**src/sba_pkg.sv**
```systemverilog
// ----------------------------------------------------------------------------
// sba_pkg: shared types and constants of the shard slot bitmap allocator
// Field widths, default sizes, controller states and the command and status
// bundles that join the controller and the datapath.
// ----------------------------------------------------------------------------
package sba_pkg;

  // Default sizes
  localparam int SHARDS_DEF = 16;
  localparam int SLOTS_DEF  = 256;

  // Bitmap memory word: 32 slots per word
  localparam int WORD_W = 32;
  localparam int BIT_W  = 5;

  // Fixed field widths of the request and result
  localparam int SHARD_W = 4;
  localparam int SLOT_W  = 8;
  localparam int ENT_W   = 9;

  // Operation codes
  localparam logic OP_WRITE  = 1'b0;
  localparam logic OP_DELETE = 1'b1;

  // Index width for a depth, at least one bit
  function automatic int idx_w(input int n);
    return (n > 1) ? $clog2(n) : 1;
  endfunction

  typedef enum logic [3:0] {
    ST_CLEAR,
    ST_IDLE,
    ST_CNT_RD,
    ST_CNT_LD,
    ST_EVAL,
    ST_WRD,
    ST_WMOD,
    ST_SRD,
    ST_SCHK,
    ST_FIN
  } sba_state_t;

  // How the target slot register moves
  typedef enum logic [2:0] {
    TGT_HOLD,
    TGT_SLOT,
    TGT_ZERO,
    TGT_CNT,
    TGT_NEXT,
    TGT_FOUND
  } sba_tgt_t;

  typedef struct packed {
    logic     load;
    logic     clr_wr;
    logic     cnt_rd;
    logic     cnt_ld;
    sba_tgt_t tgt_op;
    logic     word_rd;
    logic     word_wr;
    logic     cnt_inc;
    logic     mark_app;
    logic     mark_full;
    logic     push;
  } sba_cmd_t;

  typedef struct packed {
    logic clr_last;
    logic shard_bad;
    logic slot_bad;
    logic is_del;
    logic known;
    logic cnt_zero;
    logic cnt_full;
    logic found;
    logic last_word;
    logic app;
    logic out_free;
  } sba_sts_t;

endpackage

```
**src/sba_req_if.sv**
```systemverilog
// ----------------------------------------------------------------------------
// sba_req_if: request channel of the slot allocator
// Valid/ready handshake carrying one access: op, shard, slot_known, slot.
// ----------------------------------------------------------------------------
interface sba_req_if import sba_pkg::*; ();
  logic               valid;
  logic               ready;
  logic               op;
  logic [SHARD_W-1:0] shard;
  logic               slot_known;
  logic [SLOT_W-1:0]  slot;

  modport source (output valid, output op, output shard, output slot_known,
                  output slot, input ready);
  modport sink   (input valid, input op, input shard, input slot_known,
                  input slot, output ready);
endinterface

```
**src/sba_res_if.sv**
```systemverilog
// ----------------------------------------------------------------------------
// sba_res_if: result channel of the slot allocator
// Valid/ready handshake carrying one result per request.
// ----------------------------------------------------------------------------
interface sba_res_if import sba_pkg::*; ();
  logic              valid;
  logic              ready;
  logic [SLOT_W-1:0] assigned_slot;
  logic              appended;
  logic              full_res;
  logic [ENT_W-1:0]  entries;

  modport source (output valid, output assigned_slot, output appended,
                  output full_res, output entries, input ready);
  modport sink   (input valid, input assigned_slot, input appended,
                  input full_res, input entries, output ready);
endinterface

```
**src/shard_slot_bitmap_allocator_top.sv**
```systemverilog
// ----------------------------------------------------------------------------
// shard_slot_bitmap_allocator_top: per-shard first-free slot allocator
// Occupancy bitmap and high-water slot count for each shard.
// ----------------------------------------------------------------------------
// After reset the block sweeps the bitmap and count memories to zero, one
// 32-bit word per cycle, and takes no request until the sweep ends. Each
// request then runs alone through a sequencer around single-port-read
// memories: a shard out of range goes straight to its result; a delete, a
// write with a known slot or a write to an empty shard reads the count and
// then reads and rewrites one bitmap word; and a slot search reads the count
// and scans the bitmap words in turn, with one more word read and rewrite
// when it appends. The registered read of each 32-bit bitmap word sets the
// search time. One result is returned per request and waits in an output
// register until taken; a new request can be accepted while it waits.
module shard_slot_bitmap_allocator_top import sba_pkg::*; #(
  parameter int SHARDS = SHARDS_DEF,
  parameter int SLOTS  = SLOTS_DEF
) (
  input  logic      clk,
  input  logic      rst,
  sba_req_if.sink   req,
  sba_res_if.source res
);

  sba_cmd_t cmd;
  sba_sts_t sts;
  logic     in_ready;

  assign req.ready = in_ready;

  sba_ctrl u_ctrl (
    .clk      (clk),
    .rst      (rst),
    .in_valid (req.valid),
    .in_ready (in_ready),
    .cmd      (cmd),
    .sts      (sts)
  );

  sba_datapath #(.SHARDS(SHARDS), .SLOTS(SLOTS)) u_datapath (
    .clk (clk),
    .rst (rst),
    .req (req),
    .res (res),
    .cmd (cmd),
    .sts (sts)
  );

endmodule

```
**src/sba_ram.sv**
```systemverilog
// ----------------------------------------------------------------------------
// sba_ram: generic simple dual-port RAM
// One write port and one read port, read data registered.
// ----------------------------------------------------------------------------
module sba_ram import sba_pkg::*; #(
  parameter int W  = WORD_W,
  parameter int D  = 128,
  parameter int AW = idx_w(D)
) (
  input  logic          clk,
  input  logic          we,
  input  logic [AW-1:0] waddr,
  input  logic [W-1:0]  wdata,
  input  logic          re,
  input  logic [AW-1:0] raddr,
  output logic [W-1:0]  rdata
);

  logic [W-1:0] mem [D];

  // Write port
  always_ff @(posedge clk) begin
    if (we) begin
      mem[waddr] <= wdata;
    end
  end

  // Registered read port
  always_ff @(posedge clk) begin
    if (re) begin
      rdata <= mem[raddr];
    end
  end

endmodule

```
**src/sba_datapath.sv**
```systemverilog
// ----------------------------------------------------------------------------
// sba_datapath: storage and arithmetic of the slot allocator
// Holds the request fields, the bitmap and count memories, the target slot,
// the free-bit search over one bitmap word and the result register.
// ----------------------------------------------------------------------------
module sba_datapath import sba_pkg::*; #(
  parameter int SHARDS = SHARDS_DEF,
  parameter int SLOTS  = SLOTS_DEF
) (
  input  logic      clk,
  input  logic      rst,
  sba_req_if.sink   req,
  sba_res_if.source res,
  input  sba_cmd_t  cmd,
  output sba_sts_t  sts
);

  localparam int WPS    = (SLOTS + WORD_W - 1) / WORD_W;
  localparam int WIDX_W = idx_w(WPS);
  localparam int TW     = BIT_W + WIDX_W;
  localparam int WORDS  = SHARDS * WPS;
  localparam int AW     = idx_w(WORDS);
  localparam int SHW    = idx_w(SHARDS);
  localparam int CW     = $clog2(SLOTS + 1);

  logic               op_q;
  logic [SHARD_W-1:0] shard_q;
  logic               known_q;
  logic [SLOT_W-1:0]  slot_q;
  logic [CW-1:0]      cnt_q;
  logic [TW-1:0]      tgt;
  logic               app_q;
  logic               full_q;
  logic [AW-1:0]      clr_addr;

  logic [SHW-1:0]     shard_idx;
  logic [WIDX_W-1:0]  word_idx;
  logic [BIT_W-1:0]   bit_idx;
  logic [AW-1:0]      word_addr;
  logic [WORD_W-1:0]  rd_word;
  logic [WORD_W-1:0]  wr_data;
  logic [BIT_W-1:0]   wr_bit;
  logic [WORD_W-1:0]  free;
  logic [BIT_W-1:0]   found_idx;
  logic [31:0]        word_base;
  logic               clr_in_shards;
  logic [CW-1:0]      cnt_rdata;
  logic               cnt_we;
  logic [SHW-1:0]     cnt_waddr;
  logic [CW-1:0]      cnt_wdata;
  logic               shard_bad;

  assign shard_idx = SHW'(shard_q);
  assign word_idx  = tgt[TW-1:BIT_W];
  assign bit_idx   = tgt[BIT_W-1:0];
  assign word_addr = AW'(32'(shard_idx) * WPS + 32'(word_idx));
  assign word_base = 32'(word_idx) * WORD_W;
  assign shard_bad = 32'(shard_q) >= SHARDS;

  // Capture the request fields
  always_ff @(posedge clk) begin
    if (cmd.load) begin
      op_q    <= req.op;
      shard_q <= req.shard;
      known_q <= req.slot_known;
      slot_q  <= req.slot;
    end
  end

  // Result flags, cleared per request
  always_ff @(posedge clk) begin
    if (cmd.load) begin
      app_q  <= 1'b0;
      full_q <= 1'b0;
    end else begin
      if (cmd.mark_app) begin
        app_q <= 1'b1;
      end
      if (cmd.mark_full) begin
        full_q <= 1'b1;
      end
    end
  end

  // Advance the clearing sweep
  always_ff @(posedge clk) begin
    if (rst) begin
      clr_addr <= '0;
    end else if (cmd.clr_wr) begin
      clr_addr <= AW'(clr_addr + 1'b1);
    end
  end

  // Find the lowest free slot of the word that lies below the count
  always_comb begin
    found_idx = '0;
    for (int b = 0; b < WORD_W; b++) begin
      free[b] = !rd_word[b] && ((word_base + 32'(b)) < 32'(cnt_q));
    end
    for (int b = WORD_W - 1; b >= 0; b--) begin
      if (free[b]) begin
        found_idx = BIT_W'(b);
      end
    end
  end

  // Set or clear one bit of the word just read; zero during the sweep
  assign wr_bit = (cmd.tgt_op == TGT_FOUND) ? found_idx : bit_idx;

  always_comb begin
    wr_data         = rd_word;
    wr_data[wr_bit] = (op_q != OP_DELETE);
    if (cmd.clr_wr) begin
      wr_data = '0;
    end
  end

  sba_ram #(.W(WORD_W), .D(WORDS)) u_bitmap (
    .clk   (clk),
    .we    (cmd.clr_wr || cmd.word_wr),
    .waddr (cmd.clr_wr ? clr_addr : word_addr),
    .wdata (wr_data),
    .re    (cmd.word_rd),
    .raddr (word_addr),
    .rdata (rd_word)
  );

  // Slot counts: zeroed by the sweep, bumped on append
  assign clr_in_shards = 32'(clr_addr) < SHARDS;
  assign cnt_we        = (cmd.clr_wr && clr_in_shards) || cmd.cnt_inc;
  assign cnt_waddr     = cmd.clr_wr ? SHW'(clr_addr) : shard_idx;
  assign cnt_wdata     = cmd.clr_wr ? '0 : CW'(cnt_q + 1'b1);

  sba_ram #(.W(CW), .D(SHARDS)) u_count (
    .clk   (clk),
    .we    (cnt_we),
    .waddr (cnt_waddr),
    .wdata (cnt_wdata),
    .re    (cmd.cnt_rd),
    .raddr (shard_idx),
    .rdata (cnt_rdata)
  );

  always_ff @(posedge clk) begin
    if (cmd.cnt_ld) begin
      cnt_q <= cnt_rdata;
    end else if (cmd.cnt_inc) begin
      cnt_q <= CW'(cnt_q + 1'b1);
    end
  end

  // Move the target slot
  always_ff @(posedge clk) begin
    unique case (cmd.tgt_op)
      TGT_HOLD:  tgt <= tgt;
      TGT_SLOT:  tgt <= TW'(slot_q);
      TGT_ZERO:  tgt <= '0;
      TGT_CNT:   tgt <= TW'(cnt_q);
      TGT_NEXT:  tgt <= {WIDX_W'(word_idx + 1'b1), BIT_W'(0)};
      TGT_FOUND: tgt[BIT_W-1:0] <= found_idx;
      default:   tgt <= tgt;
    endcase
  end

  // Result register
  always_ff @(posedge clk) begin
    if (rst) begin
      res.valid <= 1'b0;
    end else if (cmd.push) begin
      res.valid <= 1'b1;
    end else if (res.ready) begin
      res.valid <= 1'b0;
    end
  end

  always_ff @(posedge clk) begin
    if (cmd.push) begin
      res.assigned_slot <= full_q ? '0 : SLOT_W'(tgt);
      res.appended      <= app_q;
      res.full_res      <= full_q;
      res.entries       <= shard_bad ? '0 : ENT_W'(cnt_q);
    end
  end

  // Status to the controller
  always_comb begin
    sts.clr_last  = 32'(clr_addr) == WORDS - 1;
    sts.shard_bad = shard_bad;
    sts.slot_bad  = 32'(slot_q) >= SLOTS;
    sts.is_del    = op_q == OP_DELETE;
    sts.known     = known_q;
    sts.cnt_zero  = cnt_q == '0;
    sts.cnt_full  = 32'(cnt_q) >= SLOTS;
    sts.found     = |free;
    sts.last_word = (word_base + WORD_W) >= 32'(cnt_q);
    sts.app       = app_q;
    sts.out_free  = !res.valid || res.ready;
  end

  a_inc_below_slots: assert property (@(posedge clk) disable iff (rst)
    cmd.cnt_inc |-> 32'(cnt_q) < SLOTS)
    else $error("count bumped past the shard size");

  a_full_not_appended: assert property (@(posedge clk) disable iff (rst)
    (res.valid && res.full_res) |-> !res.appended)
    else $error("refused access reported as appended");

  a_write_valid_shard: assert property (@(posedge clk) disable iff (rst)
    cmd.word_wr |-> !shard_bad)
    else $error("bitmap write for a shard out of range");

endmodule

```
**src/sba_ctrl.sv**
```systemverilog
// ----------------------------------------------------------------------------
// sba_ctrl: sequencer of the slot allocator
// Runs the clearing sweep after reset, then steps each request through the
// count read, the decision, the bitmap read-modify-write or word scan, and
// the hand-off of the result; a shard out of range skips to the hand-off.
// ----------------------------------------------------------------------------
module sba_ctrl import sba_pkg::*; (
  input  logic     clk,
  input  logic     rst,
  input  logic     in_valid,
  output logic     in_ready,
  output sba_cmd_t cmd,
  input  sba_sts_t sts
);

  sba_state_t state;
  sba_state_t state_next;

  // State register
  always_ff @(posedge clk) begin
    if (rst) begin
      state <= ST_CLEAR;
    end else begin
      state <= state_next;
    end
  end

  // Next state and commands
  always_comb begin
    state_next = state;
    in_ready   = 1'b0;
    cmd        = '0;
    cmd.tgt_op = TGT_HOLD;
    unique case (state)
      ST_CLEAR: begin
        cmd.clr_wr = 1'b1;
        if (sts.clr_last) begin
          state_next = ST_IDLE;
        end
      end
      ST_IDLE: begin
        in_ready = 1'b1;
        if (in_valid) begin
          cmd.load   = 1'b1;
          state_next = ST_CNT_RD;
        end
      end
      ST_CNT_RD: begin
        if (sts.shard_bad) begin
          cmd.mark_full = 1'b1;
          state_next    = ST_FIN;
        end else begin
          cmd.cnt_rd = 1'b1;
          state_next = ST_CNT_LD;
        end
      end
      ST_CNT_LD: begin
        cmd.cnt_ld = 1'b1;
        state_next = ST_EVAL;
      end
      ST_EVAL: begin
        priority if (sts.is_del || (!sts.cnt_zero && sts.known)) begin
          if (sts.slot_bad) begin
            cmd.mark_full = 1'b1;
            state_next    = ST_FIN;
          end else begin
            cmd.tgt_op = TGT_SLOT;
            state_next = ST_WRD;
          end
        end else if (sts.cnt_zero) begin
          cmd.tgt_op   = TGT_ZERO;
          cmd.mark_app = 1'b1;
          state_next   = ST_WRD;
        end else begin
          cmd.tgt_op = TGT_ZERO;
          state_next = ST_SRD;
        end
      end
      ST_WRD: begin
        cmd.word_rd = 1'b1;
        state_next  = ST_WMOD;
      end
      ST_WMOD: begin
        cmd.word_wr = 1'b1;
        cmd.cnt_inc = sts.app;
        state_next  = ST_FIN;
      end
      ST_SRD: begin
        cmd.word_rd = 1'b1;
        state_next  = ST_SCHK;
      end
      ST_SCHK: begin
        priority if (sts.found) begin
          cmd.tgt_op  = TGT_FOUND;
          cmd.word_wr = 1'b1;
          state_next  = ST_FIN;
        end else if (sts.last_word) begin
          if (sts.cnt_full) begin
            cmd.mark_full = 1'b1;
            state_next    = ST_FIN;
          end else begin
            cmd.tgt_op   = TGT_CNT;
            cmd.mark_app = 1'b1;
            state_next   = ST_WRD;
          end
        end else begin
          cmd.tgt_op = TGT_NEXT;
          state_next = ST_SRD;
        end
      end
      ST_FIN: begin
        if (sts.out_free) begin
          cmd.push   = 1'b1;
          state_next = ST_IDLE;
        end
      end
      default: begin
        state_next = ST_CLEAR;
      end
    endcase
  end

  a_push_when_free: assert property (@(posedge clk) disable iff (rst)
    cmd.push |-> sts.out_free)
    else $error("result pushed over an untaken result");

  a_cnt_rd_valid_shard: assert property (@(posedge clk) disable iff (rst)
    cmd.cnt_rd |-> !sts.shard_bad)
    else $error("count read for a shard out of range");

  a_scan_only_alloc: assert property (@(posedge clk) disable iff (rst)
    (state == ST_SRD) |-> (!sts.cnt_zero && !sts.is_del && !sts.known))
    else $error("word scan entered for an access that needs none");

endmodule
```
**src/flat_wrapper.sv**
```systemverilog
// flat-port wrapper written by rule: the top's interface ports become plain ports
module shard_slot_bitmap_allocator_top_flat import sba_pkg::*;
#(
  parameter int SHARDS = SHARDS_DEF,
  parameter int SLOTS  = SLOTS_DEF
)
  (clk, rst, req_valid, req_op, req_shard, req_slot_known, req_slot, req_ready, res_valid, res_assigned_slot, res_appended, res_full_res, res_entries, res_ready);
  sba_req_if req_i ();
  sba_res_if res_i ();
  input  logic clk;
  input  logic rst;
  input wire logic [$bits(req_i.valid)-1:0] req_valid;
  input wire logic [$bits(req_i.op)-1:0] req_op;
  input wire logic [$bits(req_i.shard)-1:0] req_shard;
  input wire logic [$bits(req_i.slot_known)-1:0] req_slot_known;
  input wire logic [$bits(req_i.slot)-1:0] req_slot;
  output wire logic [$bits(req_i.ready)-1:0] req_ready;
  output wire logic [$bits(res_i.valid)-1:0] res_valid;
  output wire logic [$bits(res_i.assigned_slot)-1:0] res_assigned_slot;
  output wire logic [$bits(res_i.appended)-1:0] res_appended;
  output wire logic [$bits(res_i.full_res)-1:0] res_full_res;
  output wire logic [$bits(res_i.entries)-1:0] res_entries;
  input wire logic [$bits(res_i.ready)-1:0] res_ready;
  assign req_i.valid = req_valid;
  assign req_i.op = req_op;
  assign req_i.shard = req_shard;
  assign req_i.slot_known = req_slot_known;
  assign req_i.slot = req_slot;
  assign req_ready = req_i.ready;
  assign res_valid = res_i.valid;
  assign res_assigned_slot = res_i.assigned_slot;
  assign res_appended = res_i.appended;
  assign res_full_res = res_i.full_res;
  assign res_entries = res_i.entries;
  assign res_i.ready = res_ready;
  shard_slot_bitmap_allocator_top #(.SHARDS(SHARDS), .SLOTS(SLOTS)) u_core (.clk(clk), .rst(rst), .req(req_i), .res(res_i));
endmodule
```
**config.mk**
```make
export PLATFORM = sky130hd
export DESIGN_NAME = shard_slot_bitmap_allocator_top_flat
export DESIGN_NICKNAME = d
export VERILOG_FILES = /design/src/sba_pkg.sv /design/src/sba_req_if.sv /design/src/sba_res_if.sv /design/src/shard_slot_bitmap_allocator_top.sv /design/src/sba_ram.sv /design/src/sba_datapath.sv /design/src/sba_ctrl.sv /design/src/flat_wrapper.sv
export SDC_FILE = /design/constraint.sdc
export NUM_CORES = 2
export LEC_CHECK = 0
export BUFFER_PORTS_ARGS = -buffer_cell sky130_fd_sc_hd__buf_2
export CAP_MARGIN = 30
export CORE_MARGIN = 8
export CORE_UTILIZATION = 45
export DETAILED_ROUTE_END_ITERATION = 12
export SLEW_MARGIN = 0
export SYNTH_ARGS = -nofsm -noshare
export SYNTH_HDL_FRONTEND = slang
export SYNTH_MEMORY_MAX_BITS = 65536
export SYNTH_SLANG_ARGS = --single-unit
```
**constraint.sdc**
```tcl
create_clock -name clk -period 12.4 [get_ports clk]
set_input_delay 0.62 -clock clk [delete_from_list [all_inputs] [get_ports clk]]
set_output_delay 0.62 -clock clk [all_outputs]
set_load 0.02 [all_outputs]
```
==> impl_results.md <==
* Iteration-0 DRC Markers at 11090
* Slew HR at 10.40%
* Maxcap violations at 0
* Routability cong. at 0.8912
* CP Launch Type: flop
* Most used cell, CP: buf_4
* Comb power frac at 0.5%
* Die ar. at 392100 um2
* Top FF cell, synth: edfxtp_1
* Yosys reg bits at 4345
* Post-DP Area at 176500 um2
* Final core occ at 51.40%
* Sequential area share after synthesis at 77.79%
* Worst r2r src: u_core.u_datapath.tgt[5]
* Final hold slack at 0.1228 ns
* Placed Instances at 11770
* Core area at 371400 um2
* Clock Skew at 0.05545 ns
* Mean number of vias per cell at 6.292
* ANT nets after route at 0
* Slowest cell on crit path: mux2i_4
* Drc violations at 0
* Min-Delay Path Class: in -> reg
* CP max FO at 49
* Global route total overflow at 0
* Reg power frac at 55.1%
* Root Driver: clkbuf_16
* Synthesized instance count at 6846
* Sw power at 5.633 mW
* Max-slew violation count at 0
* Period utilisation layout at 56.78%
* Share of cells above drive strength 1 at 33.73%
* Switching Share at 19.42%
* Status: complete, no violations
* Internal power at 23.37 mW
* RSZ-0062 raised after global routing: false
* Final min period at 7.040 ns
* Post-CTS setup buffers at 0
* Setup slack after layout at 5.360 ns
* Crit path launch: u_core.u_datapath.tgt[5]
* Post-CTS sizing at 0
* Worst Tran Pin Value at 1.344 ns
* Static Leak at 58.40 nW
* Post-Syn Area at 167500 um2
* WP data required at 13.14 ns
* Worst skew pair latency at 0.98 ns
* Pin count of the biggest net entering global routing at 139
* Maximum vdd drop at 0.1362 mV
* Detailed Place HPWL at 243.8 mm
* Clk pwr share at 44.4%
* Final Hold Viols at 0
* CTS Hold Bufs at 17
* CP arrival at 7.78 ns
* FF-to-FF End: u_core.u_datapath.u_bitmap.mem[111][23]
* Vias in the first global route at 79340
* Post-synthesis async set-or-reset flop share at 0%
* Synthesis Warnings at 0
* Site Rows at 224
* Worst r2r path cells at 14
* First-pass GRT wire length at 635.0 mm
* Clk sinks at 4345
* Die Y at 626.2 um
* Power Density at 152.0 nW/um2
* Syn Nets at 6876
* Total wire length at 456.6 mm
* CTS max path bufs at 4
* Final instance area at 190900 um2
* Initial antenna violation count at 33
* Crit path to: u_core.u_datapath.u_bitmap.mem[111][23]
* CP max stage delay at 0.93 ns
* Starting Density at 45.12%
* # IOs at 39
* Setup TNS at 0 ns
* Vias post-DR at 79610
* Mean Syn Cell Area at 24.47 um2
* Crit-path cells: buf_4, inv_1, ha_1, and4bb_1, buf_4, a31oi_1, o41a_1, a211o_4, o41ai_4, a21o_1, nand4b_1, mux2i_4, buf_4, buf_12
* First drt pass iteration count at 6
* PortBufs at 38
* Area delta synth->final at 13.92%
* Fin nets at 7283
* Critical path class: reg -> reg
* Num CTS Buffers at 430
* Number of library cell types mapped by synthesis at 80
* Post-synth EDFFs at 4331
* Total power at 29.00 mW
* Pre-CTS WS at 5.292 ns
* CP endpoint kind: flop
* Cell Count, Final, Fillers Out at 12650
* GRT Util Overall at 23.01%
* Avg WL per Cell at 36.08 um
* Fmax at 0.1420 GHz
* H-tree levels at 5
* Die Wd at 626.2 um
* Reg2Reg Setup Slack at 5.36 ns
* Reg clk slew, reported paths at 0.06 ns
* CTS tree: yes
* Final setup violation count at 0
==> worst min-delay path by stage <==
stage / cells after the start / to / slack [ns] / startpoint
after floorplan: 0 / u_core.u_datapath.res.entries[2] / 0.42 / u_core.u_datapath.cnt_q[2]
after global placement: 2 / u_core.u_datapath.res.valid / 0.53 / u_core.u_datapath.res.valid
after detailed placement: 0 / u_core.u_datapath.res.appended / 0.53 / u_core.u_datapath.app_q
after CTS: 4 / u_core.u_ctrl.state[1] / 0.04 / req_valid
after global routing: 4 / u_core.u_ctrl.state[1] / 0.10 / req_valid
final: 4 / u_core.u_ctrl.state[1] / 0.12 / req_valid
==> state kept, by name, indices dropped and copies added, names as in the netlist, 9 cells and up <==
register                          flops
u_core.u_datapath.u_count.mem       144
u_core.u_datapath.cnt_q               9
u_core.u_datapath.u_bitmap.mem     4096
u_core.u_datapath.u_bitmap.rdata     32
u_core.u_datapath.u_count.rdata       9
u_core.u_datapath.res.entries         9
==> power by group through the flow <==
stage | sequential (mW) | combinational [mW] | clock [mW]
3_5_place_dp | 16.3 | 0.141 | 0
2_1_floorplan | 16.3 | 0.0596 | 0
4_1_cts | 16.0 | 0.146 | 13.1
3_3_place_gp | 16.3 | 0.138 | 0
5_1_grt | 16.0 | 0.150 | 13.6
6_report | 16.0 | 0.146 | 12.9
==> cell usage after synthesis, drive strengths merged (4+ instances only) <==
library cell  number  area (um2)
edfxtp          4331      130100
mux4            1389       31280
clkbuf           233       874.6
nor2             216       810.8
buf              144       591.8
nand2             95       359.1
a21oi             36       183.9
mux2              34       382.9
mux2i             34       340.3
nor3              24       125.1
o21ai             21       105.1
a31oi             20       125.1
nand3             20       100.1
nand4             18       112.6
nor2b             16       100.1
dfxtp             14       280.3
inv               14       52.55
nand2b            13       81.33
a21o              12       90.09
ha                12       150.1
and3              11       68.82
and2               9       56.30
nor4b              9       122.6
xnor2              9       78.83
a221o              8       80.08
nand4b             7       61.31
o21a               6       45.04
a211o              5       52.55
a221oi             5       43.79
o211ai             5       37.54
o22ai              5       31.28
or2                5       31.28
xor2               5       43.79
a211oi             4       35.03
a31o               4       35.03
o31ai              4       35.03
o41ai              4       53.81
==> routing by layer <==
layer  part of all wire (%)  vias up  wire length, um  GRT usage (%)
li1                       -    30670                -              -
met3                    9.3      651            42330          4.309
met4                    3.1        4            14030          6.779
met1                     40    44170           184300          33.36
met2                     47     4111           215900          35.98
met5                 0.0057        -               26              0
==> final cells by class <==
cell class | instances | area, um2
clock inverter | 282 | 2685
inverter | 14 | 52.55
sequential | 4345 | 130300
fill | 28370 | 180500
multi-input combinational | 2110 | 37110
clock buffer | 511 | 11150
timing repair buffer | 352 | 3147
antenna | 68 | 170.2
tap | 4972 | 6221
==> cell families after synthesis <==
kind of cell | count (synthesis) | share of synthesized area, %
fa+ha+maj | 12 | 0.08961
xor+xnor | 14 | 0.07319
mux | 1457 | 19.10
buf+inv | 391 | 0.9066
flops | 4345 | 77.79
simple gates | 459 | 1.302
compound gates | 168 | 0.7334
==> cell usage in the layout, fill, tap and decap left out, types with 12 or more instances in the layout <==
| master | Yosys | layout |
|---|---|---|
| nor2b_1 | 16 | 16 |
| nand4_1 | 18 | 18 |
| buf_12 | 0 | 18 |
| ha_1 | 12 | 12 |
| nor2_1 | 216 | 87 |
| buf_16 | 0 | 13 |
| nor3_1 | 23 | 22 |
| nand2_1 | 94 | 94 |
| diode_2 | 0 | 68 |
| mux2_2 | 34 | 34 |
| bufinv_16 | 0 | 46 |
| inv_1 | 14 | 14 |
| clkinv_1 | 0 | 110 |
| buf_6 | 1 | 15 |
| buf_4 | 7 | 249 |
| buf_2 | 14 | 38 |
| nand3_1 | 20 | 14 |
| o21ai_0 | 21 | 21 |
| dfxtp_1 | 14 | 14 |
| mux2i_4 | 0 | 32 |
| a31oi_1 | 20 | 20 |
| a21oi_1 | 35 | 35 |
| mux4_2 | 1389 | 1389 |
| edfxtp_1 | 4331 | 4331 |
| nor2_4 | 0 | 128 |
| clkbuf_16 | 0 | 434 |
| clkbuf_1 | 233 | 77 |
| a21o_1 | 12 | 12 |
| clkinv_2 | 0 | 95 |
| dlygate4sd3_1 | 0 | 17 |
==> critical path: cells and delay by family, from the launching register on <==
kind                       cells  cell delay (ns)
AOI/OAI and AO/OA              5             2.32
adders and majority gates      1             0.37
buffers and inverters          5             2.06
DFF                            1             0.32
muxes                          1             0.93
and+or+nand+nor                2             0.70
(Power assumes the default switching activity.)
